File: src/thv_pkg.sv
// Package for the tar header validator: word types, codes and magic tables.
`timescale 1ns / 1ps
package thv_pkg;

    // Header geometry and checksum constants.
    localparam int HdrLen      = 512;
    localparam int PosW        = 10;
    localparam int SumW        = 17;
    localparam int SumInit     = 256;
    localparam int NameEnd     = 100;
    localparam int ModeEnd     = 108;
    localparam int MtimeStart  = 136;
    localparam int MtimeEnd    = 148;
    localparam int CksumStart  = 148;
    localparam int CksumEnd    = 156;
    localparam int MagicStart  = 257;
    localparam int PosixLen    = 6;
    localparam int GnuLen      = 8;

    // Format codes of the result word.
    localparam logic [1:0] FMT_V7    = 2'd0;
    localparam logic [1:0] FMT_GNU   = 2'd1;
    localparam logic [1:0] FMT_POSIX = 2'd2;

    // Octal reader phases.
    localparam logic [1:0] OCT_SKIP   = 2'd0;
    localparam logic [1:0] OCT_SIGN   = 2'd1;
    localparam logic [1:0] OCT_DIGITS = 2'd2;
    localparam logic [1:0] OCT_DONE   = 2'd3;

    // Magic candidate bits.
    localparam int CandPosix = 0;
    localparam int CandGnu   = 1;

    typedef struct packed {
        logic [7:0] data_byte;
        logic       last_byte;
    } hdr_word_t;

    typedef struct packed {
        logic            is_tar;
        logic [1:0]      format;
        logic [SumW-1:0] header_sum;
    } res_word_t;

    // Expected POSIX magic byte: "ustar" then NUL.
    function automatic logic [7:0] posix_magic(input logic [2:0] k);
        logic [7:0] c;
        case (k)
            3'd0:    c = 8'h75;
            3'd1:    c = 8'h73;
            3'd2:    c = 8'h74;
            3'd3:    c = 8'h61;
            3'd4:    c = 8'h72;
            default: c = 8'h00;
        endcase
        return c;
    endfunction

    // Expected old GNU magic byte: "ustar", two spaces, then NUL.
    function automatic logic [7:0] gnu_magic(input logic [2:0] k);
        logic [7:0] c;
        case (k)
            3'd0:    c = 8'h75;
            3'd1:    c = 8'h73;
            3'd2:    c = 8'h74;
            3'd3:    c = 8'h61;
            3'd4:    c = 8'h72;
            3'd5:    c = 8'h20;
            3'd6:    c = 8'h20;
            default: c = 8'h00;
        endcase
        return c;
    endfunction

endpackage

File: src/thv_hdr_if.sv
// Stream interface that carries header bytes into the validator.
`timescale 1ns / 1ps
interface thv_hdr_if
    import thv_pkg::*;
();
    logic      valid;
    logic      ready;
    hdr_word_t data;

    modport source (output valid, output data, input ready);
    modport sink   (input valid, input data, output ready);
endinterface

File: src/thv_res_if.sv
// Stream interface that carries validation results out of the validator.
`timescale 1ns / 1ps
interface thv_res_if
    import thv_pkg::*;
();
    logic      valid;
    logic      ready;
    res_word_t data;

    modport source (output valid, output data, input ready);
    modport sink   (input valid, input data, output ready);
endinterface

File: src/tar_header_validator_unit.sv
// Top level of the tar header validator: per-byte checks, checksum and octal parse.
//
//  channel  dir  word                                   accepted when
//  hdr      in   data_byte[7:0], last_byte              hdr.valid && hdr.ready
//  res      out  is_tar, format[1:0], header_sum[16:0]  res.valid && res.ready
//
// One byte is taken each cycle while hdr.ready is high; all checks for it settle
// in combinational logic between the state registers and the result register.
// A result is registered when byte 511, or a byte with last_byte set, is taken.
// The result register is backed by a one-word skid stage, so bytes keep flowing
// while a result waits; hdr.ready drops only while the skid stage is full.
// Reset (rst_n low, asynchronous) clears the position, the checks and both stages.
`timescale 1ns / 1ps
module tar_header_validator_unit
    import thv_pkg::*;
(
    input  logic      clk,
    input  logic      rst_n,
    thv_hdr_if.sink   hdr,
    thv_res_if.source res
);

    // Running header state.
    logic [PosW-1:0] pos_reg;
    logic [SumW-1:0] sum_reg;
    logic            reject_reg;
    logic            name_ended_reg;
    logic            mtime_ended_reg;
    logic [1:0]      magic_reg;
    logic [1:0]      oct_phase_reg;
    logic            oct_neg_reg;
    logic [SumW-1:0] oct_val_reg;
    logic            oct_ovf_reg;

    // Output and skid stages.
    logic      out_valid_reg;
    res_word_t out_word_reg;
    logic      skid_valid_reg;
    res_word_t skid_word_reg;

    logic [7:0]      b;
    logic            accept;
    logic            done;
    logic            push;
    logic            is_oct;
    logic            is_ws;
    logic [SumW+2:0] shifted;
    logic [2:0]      magic_k;
    logic            reject_next;
    logic            name_ended_next;
    logic            mtime_ended_next;
    logic [1:0]      magic_next;
    logic [SumW-1:0] sum_next;
    logic [1:0]      oct_phase_next;
    logic            oct_neg_next;
    logic [SumW-1:0] oct_val_next;
    logic            oct_ovf_next;
    res_word_t       res_next;

    assign b       = hdr.data.data_byte;
    assign hdr.ready = !skid_valid_reg;
    assign accept  = hdr.valid && hdr.ready;
    assign done    = pos_reg >= PosW'(HdrLen - 1);
    assign push    = accept && (done || hdr.data.last_byte);
    assign is_oct  = b inside {[8'h30:8'h37]};
    assign is_ws   = b inside {8'h20, [8'h09:8'h0D]};
    assign shifted = {oct_val_reg, 3'b000} + {{SumW{1'b0}}, b[2:0]};
    assign magic_k = 3'(pos_reg - PosW'(MagicStart));

    // Field checks, magic match, checksum and octal reader for this byte.
    always_comb
    begin
        reject_next      = reject_reg;
        name_ended_next  = name_ended_reg;
        mtime_ended_next = mtime_ended_reg;
        magic_next       = magic_reg;
        sum_next         = sum_reg;
        oct_phase_next   = oct_phase_reg;
        oct_neg_next     = oct_neg_reg;
        oct_val_next     = oct_val_reg;
        oct_ovf_next     = oct_ovf_reg;

        // Name, mode and mtime fields; bytes of 0x80 and up are rejected.
        if (pos_reg < PosW'(NameEnd))
        begin
            if (!name_ended_reg)
            begin
                if (b == 8'h00)
                    name_ended_next = 1'b1;
                else if (b < 8'h20 || b[7])
                    reject_next = 1'b1;
            end
        end
        else if (pos_reg < PosW'(ModeEnd))
        begin
            if (!(is_oct || b == 8'h00 || b == 8'h20))
                reject_next = 1'b1;
        end
        else if (pos_reg >= PosW'(MtimeStart) && pos_reg < PosW'(MtimeEnd))
        begin
            if (!mtime_ended_reg)
            begin
                if (b == 8'h00)
                    mtime_ended_next = 1'b1;
                else if (b < 8'h20 || b[7])
                    reject_next = 1'b1;
            end
        end

        // Magic comparison against both candidate strings.
        if (pos_reg >= PosW'(MagicStart) && pos_reg < PosW'(MagicStart + GnuLen))
        begin
            if (magic_k < 3'(PosixLen) && b != posix_magic(magic_k))
                magic_next[CandPosix] = 1'b0;
            if (b != gnu_magic(magic_k))
                magic_next[CandGnu] = 1'b0;
        end

        // Byte sum, skipping the checksum field itself.
        if (pos_reg < PosW'(CksumStart) || pos_reg >= PosW'(CksumEnd))
            sum_next = sum_reg + SumW'(b);

        // Octal reader from the checksum field onward.
        if (pos_reg >= PosW'(CksumStart))
        begin
            case (oct_phase_reg)
                OCT_SKIP:
                begin
                    if (is_ws)
                        oct_phase_next = OCT_SKIP;
                    else if (b == 8'h2B || b == 8'h2D)
                    begin
                        oct_neg_next   = (b == 8'h2D);
                        oct_phase_next = OCT_SIGN;
                    end
                    else if (is_oct)
                    begin
                        oct_val_next   = shifted[SumW-1:0];
                        oct_ovf_next   = oct_ovf_reg || (|shifted[SumW+2:SumW]);
                        oct_phase_next = OCT_DIGITS;
                    end
                    else
                        oct_phase_next = OCT_DONE;
                end
                OCT_SIGN, OCT_DIGITS:
                begin
                    if (is_oct)
                    begin
                        oct_val_next   = shifted[SumW-1:0];
                        oct_ovf_next   = oct_ovf_reg || (|shifted[SumW+2:SumW]);
                        oct_phase_next = OCT_DIGITS;
                    end
                    else
                        oct_phase_next = OCT_DONE;
                end
                default:
                    oct_phase_next = OCT_DONE;
            endcase
        end

        // Result word for a full or a short header.
        if (done)
        begin
            res_next.is_tar = !reject_next && !oct_ovf_next && !oct_neg_next &&
                              (oct_val_next == sum_next);
            if (magic_next[CandPosix])
                res_next.format = FMT_POSIX;
            else if (magic_next[CandGnu])
                res_next.format = FMT_GNU;
            else
                res_next.format = FMT_V7;
            res_next.header_sum = sum_next;
        end
        else
        begin
            res_next.is_tar     = 1'b0;
            res_next.format     = FMT_V7;
            res_next.header_sum = '0;
        end
    end

    // Running state update; a finished or short header returns it to reset values.
    always_ff @(posedge clk or negedge rst_n)
    begin
        if (!rst_n)
        begin
            pos_reg         <= '0;
            sum_reg         <= SumW'(SumInit);
            reject_reg      <= 1'b0;
            name_ended_reg  <= 1'b0;
            mtime_ended_reg <= 1'b0;
            magic_reg       <= 2'b11;
            oct_phase_reg   <= OCT_SKIP;
            oct_neg_reg     <= 1'b0;
            oct_val_reg     <= '0;
            oct_ovf_reg     <= 1'b0;
        end
        else if (push)
        begin
            pos_reg         <= '0;
            sum_reg         <= SumW'(SumInit);
            reject_reg      <= 1'b0;
            name_ended_reg  <= 1'b0;
            mtime_ended_reg <= 1'b0;
            magic_reg       <= 2'b11;
            oct_phase_reg   <= OCT_SKIP;
            oct_neg_reg     <= 1'b0;
            oct_val_reg     <= '0;
            oct_ovf_reg     <= 1'b0;
        end
        else if (accept)
        begin
            pos_reg         <= pos_reg + PosW'(1);
            sum_reg         <= sum_next;
            reject_reg      <= reject_next;
            name_ended_reg  <= name_ended_next;
            mtime_ended_reg <= mtime_ended_next;
            magic_reg       <= magic_next;
            oct_phase_reg   <= oct_phase_next;
            oct_neg_reg     <= oct_neg_next;
            oct_val_reg     <= oct_val_next;
            oct_ovf_reg     <= oct_ovf_next;
        end
    end

    // Output register with a skid stage behind it.
    always_ff @(posedge clk or negedge rst_n)
    begin
        if (!rst_n)
        begin
            out_valid_reg  <= 1'b0;
            skid_valid_reg <= 1'b0;
        end
        else if (out_valid_reg && !res.ready)
        begin
            if (push)
                skid_valid_reg <= 1'b1;
        end
        else if (skid_valid_reg)
        begin
            out_valid_reg  <= 1'b1;
            skid_valid_reg <= 1'b0;
        end
        else
            out_valid_reg <= push;
    end

    // Payload of the output and skid stages.
    always_ff @(posedge clk)
    begin
        if (out_valid_reg && !res.ready)
        begin
            if (push)
                skid_word_reg <= res_next;
        end
        else if (skid_valid_reg)
            out_word_reg <= skid_word_reg;
        else if (push)
            out_word_reg <= res_next;
    end

    assign res.valid = out_valid_reg;
    assign res.data  = out_word_reg;

endmodule

File: src/flat_wrapper.sv
// flat-port wrapper written by rule: the top's interface ports become plain ports
module tar_header_validator_unit_flat import thv_pkg::*;
  (clk, rst_n, hdr_valid, hdr_data, hdr_ready, res_valid, res_data, res_ready);
  thv_hdr_if hdr_i ();
  thv_res_if res_i ();
  input  logic clk;
  input  logic rst_n;
  input wire logic [$bits(hdr_i.valid)-1:0] hdr_valid;
  input wire logic [$bits(hdr_i.data)-1:0] hdr_data;
  output wire logic [$bits(hdr_i.ready)-1:0] hdr_ready;
  output wire logic [$bits(res_i.valid)-1:0] res_valid;
  output wire logic [$bits(res_i.data)-1:0] res_data;
  input wire logic [$bits(res_i.ready)-1:0] res_ready;
  assign hdr_i.valid = hdr_valid;
  assign hdr_i.data = hdr_data;
  assign hdr_ready = hdr_i.ready;
  assign res_valid = res_i.valid;
  assign res_data = res_i.data;
  assign res_i.ready = res_ready;
  tar_header_validator_unit u_core (.clk(clk), .rst_n(rst_n), .hdr(hdr_i), .res(res_i));
endmodule
File: config.mk
export PLATFORM = sky130hd
export DESIGN_NAME = tar_header_validator_unit_flat
export DESIGN_NICKNAME = d
export VERILOG_FILES = /design/src/thv_pkg.sv /design/src/thv_hdr_if.sv /design/src/thv_res_if.sv /design/src/tar_header_validator_unit.sv /design/src/flat_wrapper.sv
export SDC_FILE = /design/constraint.sdc
export NUM_CORES = 1
export LEC_CHECK = 0
export BUFFER_PORTS_ARGS = -buffer_cell sky130_fd_sc_hd__buf_4
export CAP_MARGIN = 20
export CELL_PAD_IN_SITES_DETAIL_PLACEMENT = 0
export CELL_PAD_IN_SITES_GLOBAL_PLACEMENT = 2
export CORE_MARGIN = 2
export CORE_UTILIZATION = 36
export DETAILED_ROUTE_END_ITERATION = 10
export GPL_TIMING_DRIVEN = 0
export PLACE_DENSITY_LB_ADDON = 0.1
export SLEW_MARGIN = 20
export SYNTH_ARGS = -nofsm -noshare
export SYNTH_HDL_FRONTEND = slang
export SYNTH_SLANG_ARGS = --single-unit
File: constraint.sdc
create_clock -name clk -period 2.8 [get_ports clk]
set_input_delay 0.56 -clock clk [delete_from_list [all_inputs] [get_ports clk]]
set_output_delay 0.56 -clock clk [all_outputs]
set_load 0.1 [all_outputs]
==> impl_results.md, run 1 <==
- Status: complete, but fails checks
- Failing checks: negative setup slack
- GP Congestion: between 0.8 and 0.9
- Layout cells sized above 1: 0.283
- # rows: 45
- DRT iter0 DRCs: about 280
- CTS tree: yes
- Layout area overhead: 27.3%
- # hold bufs at CTS: 0
- Area fraction of the dominant cell type after synthesis: 0.232
- Slew Limit Headroom: 0.404
- DR vias: 4,734
- Max Slew Vio Count: 0
- Worst slew pin tran: 892 ps
- Vias in the first global route: about 4.6k
- Worst path buffer plus inverter count: 3
- Starting Density: 0.369
- Async SR Flop Fraction: 0.579
- IO Count: 35
- Setup ws final: -73.2 ps
- Max-capacitance violation count: 0
- Achievable frequency: 0.348 GHz
- Leakage: 2.70 nW
- Hold crit path type: in -> async
- Final setup viols: 2
- Global-route wire length before repair: approximately 26,000 um
- Crit path from: hdr_data[7]
- Synth unique cells: 79
- End of the critical path: u_core.res.data[19]
- Clk_lat worst skew: approximately 350 ps
- Synth area leader: dfrtp_1
- Peak VDD IR: 0.278 mV
- Register area share after synthesis: 0.460
- Final Util: 0.470
- # clock sinks: 95
- Routed len/inst: 19.9 um
- # DRC: 0
- Max Root-Sink Buffers: 2
- Nets@finish: around 670
- Req. time, crit path: 2950 ps
- Total track usage: 0.209
- Port bufs: 34
- Pin count of the biggest net entering global routing: 56
- Main area contributors after synthesis: dfrtp_1, edfxtp_1, nand2_1, ha_1, nor2_1
- CTS Buf Count: 9
- Final period util: 1.03
- CP Launch Type: primary input
- Post-route ant nets: 0
- Worst Setup End Kind: register
- Worst-path maximum fanout: 10
- Initial DRT Pass Iterations: 4
- PD cells: a little under 600 nW/um2
- H-Tree Depth: 3
- Top cells by count, synth: nand2_1, dfrtp_1, nor2_1
- Die X: 129 um
- CP top delay family: compound AO/OA/AOI/OAI gates
- Yosys warnings: 0
- Number of cells on the critical path: 11
- Setup CP Type: in -> reg
- Most frequent CP cell: buf_4
- Hold Vio Cnt, Final: 0
- Reg2reg setup slack: -50 ps
- Final-layout fill cell count: 1,470
- Min Tclk post-route: 2870 ps
- Syn_nets: just under 600
- Post-synth top flop: dfrtp_1
- CP Cell Sequence: buf_4 > buf_4 > nor3_4 > o2111ai_2 > a31o_1 > buf_4 > a32oi_2 > xnor3_1 > nor3_1 > nand4_1 > o41ai_2
- Post-Synthesis Cells: ~560
- Die ar.: 16,600 um2
- Clk pin slew, worst setup/hold paths: 70 ps
- Mapped Area: 5610 um2
- Root buffer cell: clkbuf_16
- WL final: roughly 17,000 um
- Syn avg cell area: 10.0 um2
- RR Startpoint: u_core.pos_reg[9]
- EDFF count, synth: 40
- Antenna cells: 0
- Final setup skew: between 7 and 8 ps
- Vias per Instance: around 5.7
- Grt ovf: 0
- Antenna violations before repair: 0
- Most common cell in the netlist: nand2_1
- Arrival @ worst endpoint: 3030 ps
- Reg2Reg Depth: 10
- Slowest cell on crit path: xnor3_1
- Die height: approximately 130 um
- Core Area: between 15,000 and 20,000 um2
- HPWL Detailed: 11,800 um
- Critical R2R Capture: u_core.res.data[19]
- Flops & latches, synth: 95
- CP max stage delay: around 400 ps
- Unrepaired setup endpoints after global routing: yes
- Hold slack: ~300 ps
per-layer routing:
metal | wire (um) | vias up | share of wire | global-route usage
li1 | - | 2273 | - | -
met2 | 7380 | 115 | 0.44 | 0.316
met3 | 664 | 17 | 0.040 | 0.0349
met1 | 8310 | 2329 | 0.50 | 0.309
met4 | 268 | 0 | 0.016 | 0.0614
met5 | 0 | - | 0 | 0
per-stage QoR:
stage	setup WS, ps	instances	power, W	instance area, um2	TNS, ps
after floorplan	14.8	561	0.00242	5640	0
after global placement	-669	783	0.00272	6130	-13700
after detailed placement	-673	783	0.00273	6130	-15910
after CTS	-91.5	825	0.00417	6890	-153
after global routing	-176	835	0.00444	7140	-338
final	-73.2	835	0.00423	7140	-132
cells in the final DEF (no fill, tap or decap), types with 4 or more instances in the layout:
| cell | synthesis | routed |
|---|---|---|
| a22o_1 | 19 | 19 |
| edfxtp_1 | 40 | 40 |
| nor2_1 | 52 | 48 |
| nor2_2 | 1 | 4 |
| buf_6 | 2 | 4 |
| dfrtp_2 | 0 | 9 |
| nor3_1 | 17 | 13 |
| a31oi_1 | 5 | 5 |
| nand2_1 | 74 | 73 |
| xnor2_2 | 1 | 6 |
| buf_4 | 1 | 72 |
| dfrtp_1 | 52 | 43 |
| a21oi_1 | 18 | 14 |
| nor4_1 | 5 | 4 |
| xor2_1 | 7 | 6 |
| nor3_4 | 1 | 4 |
| nand3_1 | 7 | 6 |
| ha_1 | 16 | 7 |
| and2_1 | 5 | 5 |
| a21oi_2 | 0 | 4 |
| inv_1 | 9 | 9 |
| clkbuf_1 | 16 | 14 |
| clkbuf_16 | 0 | 9 |
| a22oi_2 | 0 | 6 |
| nand2b_1 | 4 | 4 |
| o21ai_0 | 36 | 34 |
| ha_4 | 0 | 6 |
| a31o_2 | 4 | 4 |
| xnor2_1 | 22 | 15 |
| nand4_1 | 10 | 10 |
| o31ai_1 | 21 | 20 |
| mux2i_1 | 5 | 4 |
| buf_2 | 8 | 4 |
| and4_1 | 4 | 4 |
how the worst min path moves through the flow:
| stage | from | to | slack (ps) | cells after the start |
|---|---|---|---|---|
| finish | rst_n | u_core.oct_phase_reg[1] | 290 | 1 |
| global route | rst_n | u_core.oct_phase_reg[0] | 350 | 1 |
| CTS | rst_n | u_core.pos_reg[1] | 310 | 1 |
| global placement | u_core.sum_reg[16] | u_core.sum_reg[16] | 490 | 2 |
| detailed placement | u_core.sum_reg[2] | u_core.sum_reg[2] | 500 | 2 |
| floorplan | rst_n | u_core.mtime_ended_reg | 260 | 0 |
area by class of cell:
class	count	area, um2	area share
well taps	188	235	0.0329
plain buffers	30	168	0.0235
repair buffers	70	542	0.0759
inverters	9	33.8	0.00473
clock buffers	9	225	0.0315
flip-flops and latches	95	2590	0.363
multi-input cells	427	3260	0.457
clock inverters	7	80.1	0.0112
logic make-up after synthesis:
kind of cell	Yosys count	share of synthesized area
buffers and inverters	39	0.0319
muxes	6	0.0109
AOI/OAI and AO/OA	169	0.222
and+or+nand+nor	202	0.176
xor gates and xnor gates	33	0.0602
adders and majority gates	17	0.0393
DFF	95	0.460
power breakdown:
part | internal [W] | switching [W] | total [W] | leakage, nW
clock | 0.000706 | 0.000580 | 0.00129 | 0.144
combinational | 0.000521 | 0.000812 | 0.00133 | 1.48
sequential | 0.00154 | 0.0000775 | 0.00161 | 1.08
worst register-to-register path, delay by kind of cell, from the launching register on:
kind | cells | cell delay, ps
AO/OA/AOI/OAI | 3 | 860
AND/OR/NAND/NOR | 4 | 690
flip-flops | 1 | 410
XOR/XNOR | 1 | 390
buffers and inverters | 2 | 300
what timing repair did:
item                       in CTS  in global routing
pin swaps                      27                 23
setup buffers                  26                 10
setup endpoints to repair      37                 33
resized for setup              52                 37
Note: power is estimated with default switching activity, not from simulation.
==> run 2: changes to the inputs <==
--- a/config.mk
+++ b/config.mk
@@ -5,8 +5,7 @@
 export SDC_FILE = /design/constraint.sdc
 export NUM_CORES = 1
 export LEC_CHECK = 0
-export BUFFER_PORTS_ARGS = -buffer_cell sky130_fd_sc_hd__buf_4
-export CAP_MARGIN = 20
+export BUFFER_PORTS_ARGS = -buffer_cell sky130_fd_sc_hd__buf_2
 export CELL_PAD_IN_SITES_DETAIL_PLACEMENT = 0
 export CELL_PAD_IN_SITES_GLOBAL_PLACEMENT = 2
 export CORE_MARGIN = 2
==> run 2 against run 1 <==
The run still ends with negative setup slack left. Clock power up 13%. Clock skew down 1.5 ps. Global-route usage down 0.54 points. Die area unchanged. Wire length down 0.56%. Sequential share of layout area down 0.41 points. Fmax about the same. Sequential power about the same. Non-clock buffer count up 6. Clock-buffer cell count unchanged. Cell count up 0.72%.
==> impl_results.md, run 2 (synthesis gave the netlist of run 1 again) <==
- Layout area overhead: 28.7%
- CTS tree: yes
- Die height: 129 um (unchanged)
- Grt ovf: 0 (unchanged)
- Pin count of the biggest net entering global routing: 56 (unchanged)
- Leakage: 2.73 nW (+0.85%)
- Clk_lat worst skew: 350 ps (about the same)
- Worst-path maximum fanout: 7 (-3)
- # rows: 45 (unchanged)
- Arrival @ worst endpoint: 3030 ps (about the same)
- Die ar.: 16,600 um2 (unchanged)
- Commonest non-fill, non-tap cell in the layout: nand2_1
- Antenna violations before repair: 0 (unchanged)
- Worst path buffer plus inverter count: 1 (-2)
- Total track usage: 0.204 (-0.00538)
- Initial DRT Pass Iterations: 4 (unchanged)
- CP max stage delay: 340 ps (-50 ps)
- Unrepaired setup endpoints after global routing: yes
- Clk pin slew, worst setup/hold paths: 70 ps (about the same)
- # clock sinks: 95 (unchanged)
- # DRC: 0 (unchanged)
- HPWL Detailed: 11,600 um (-1.3%)
- Nets@finish: 678 (+0.89%)
- Port bufs: 34 (unchanged)
- Layout cells sized above 1: 0.292 (+0.00965)
- Max-capacitance violation count: 0 (unchanged)
- PD cells: 617 nW/um2 (+4.0%)
- Fin area: 7220 um2 (+1.1%)
- Status: complete, but fails checks
- Cell Area, Placed: 6050 um2 (-1.3%)
- Die X: 129 um (unchanged)
- CTS Buf Count: 9 (unchanged)
- Setup ws final: -73.3 ps (-0.0933 ps)
- Starting Density: 0.369 (unchanged)
- Core Area: 15,200 um2 (unchanged)
- DRT iter0 DRCs: 347 (+23%)
- Slowest cell on crit path: o41ai_2
- IO Count: 35 (unchanged)
- Root buffer cell: clkbuf_16
- Worst Setup End Kind: register
- Global-route wire length before repair: 25,900 um (-2.1%)
- DR vias: 4,741 (+0.15%)
- Final setup skew: 6.30 ps (-1.47 ps)
- Vias per Instance: 5.64 (-0.57%)
- CP Cell Sequence: buf_2 > ha_4 > a21o_1 > a31o_2 > o21a_1 > o2111a_1 > xnor2_2 > xnor2_1 > nand4_1 > o41ai_2
- Failing checks: negative setup slack
- GP Congestion: 0.808 (-6.1%)
- Hold crit path type: in -> async
- Slew Limit Headroom: 0.403 (-0.000828)
- Vias in the first global route: 4,552 (-0.59%)
- Max Root-Sink Buffers: 2 (unchanged)
- Max Slew Vio Count: 0 (unchanged)
- Peak VDD IR: 0.341 mV (+22%)
- Achievable frequency: 0.348 GHz (about the same)
- Final setup viols: 1 (-1)
- CP top delay family: compound AO/OA/AOI/OAI gates
- H-Tree Depth: 3 (unchanged)
- WL final: 16,500 um (-0.56%)
- Req. time, crit path: 2950 ps (about the same)
- Min Tclk post-route: 2870 ps (+0.0933 ps)
- Antenna cells: 0 (unchanged)
- CP Launch Type: primary input
- Post-route ant nets: 0 (unchanged)
- Setup CP Type: in -> reg
- Hold slack: 270 ps (-21.3 ps)
- Routed len/inst: 19.7 um (-1.3%)
- Final period util: 1.03 (about the same)
- # hold bufs at CTS: 0 (unchanged)
- Hold Vio Cnt, Final: 0 (unchanged)
- Worst slew pin tran: 893 ps (+1.24 ps)
- Most frequent cells in the layout: nand2_1, nor2_1, dfrtp_1, buf_4, edfxtp_1
-- run 2: cell type report --
| cell class | instances | area (um2) |
|---|---|---|
| flip-flops and latches | 95 | 2590 |
| plain buffers | 30 | 171 |
| clock inverters | 7 | 131 |
| repair buffers | 76 | 522 |
| fillers | 1414 | 7980 |
| clock buffers | 9 | 225 |
| well taps | 188 | 235 |
| inverters | 9 | 33.8 |
| multi-input cells | 427 | 3310 |
-- run 2: worst paths after layout --
check,startpoint,end,slack (ps),cells after the start
max,hdr_data[5],u_core.res.data[19],-70,10
min,rst_n,u_core.pos_reg[1],270,1
max reg2reg,u_core.sum_reg[0],u_core.res.data[19],-60,12
min reg2reg,u_core.oct_ovf_reg,u_core.oct_ovf_reg,520,2
max in group asynchronous,rst_n,u_core.sum_reg[5],1970,1
min in group clk,u_core.oct_ovf_reg,u_core.oct_ovf_reg,520,2
-- run 2: power by group --
| part | switching, W | leakage (nW) | internal, W |
|---|---|---|---|
| clock | 0.000570 | 0.169 | 0.000886 |
| sequential | 0.0000759 | 1.09 | 0.00154 |
| combinational | 0.000833 | 1.47 | 0.000552 |
-- run 2: what timing repair did --
action / CTS / global route
endpoints found under the setup margin: 37 / 53
pin swaps: 32 / 16
setup buffers: 30 / 12
gates resized for setup: 62 / 31
-- run 2: through the flow --
stage	util	setup TNS [ps]	cells	setup WS (ps)	total power (W)
floorplan	-	0	561	14.8	0.00242
global placement	0.398	-14140	783	-688	0.00270
detailed placement	0.398	-15350	783	-661	0.00271
CTS	0.458	-61.4	829	-44.6	0.00435
global route	0.475	-334	841	-204	0.00464
finish	0.475	-73.3	841	-73.3	0.00445
-- run 2: per-layer routing --
layer	GRT usage	share of wire	up-vias
met5	0	0	-
met3	0.0291	0.036	17
met4	0.0697	0.018	0
li1	-	-	2293
met1	0.299	0.50	2336
met2	0.309	0.45	95
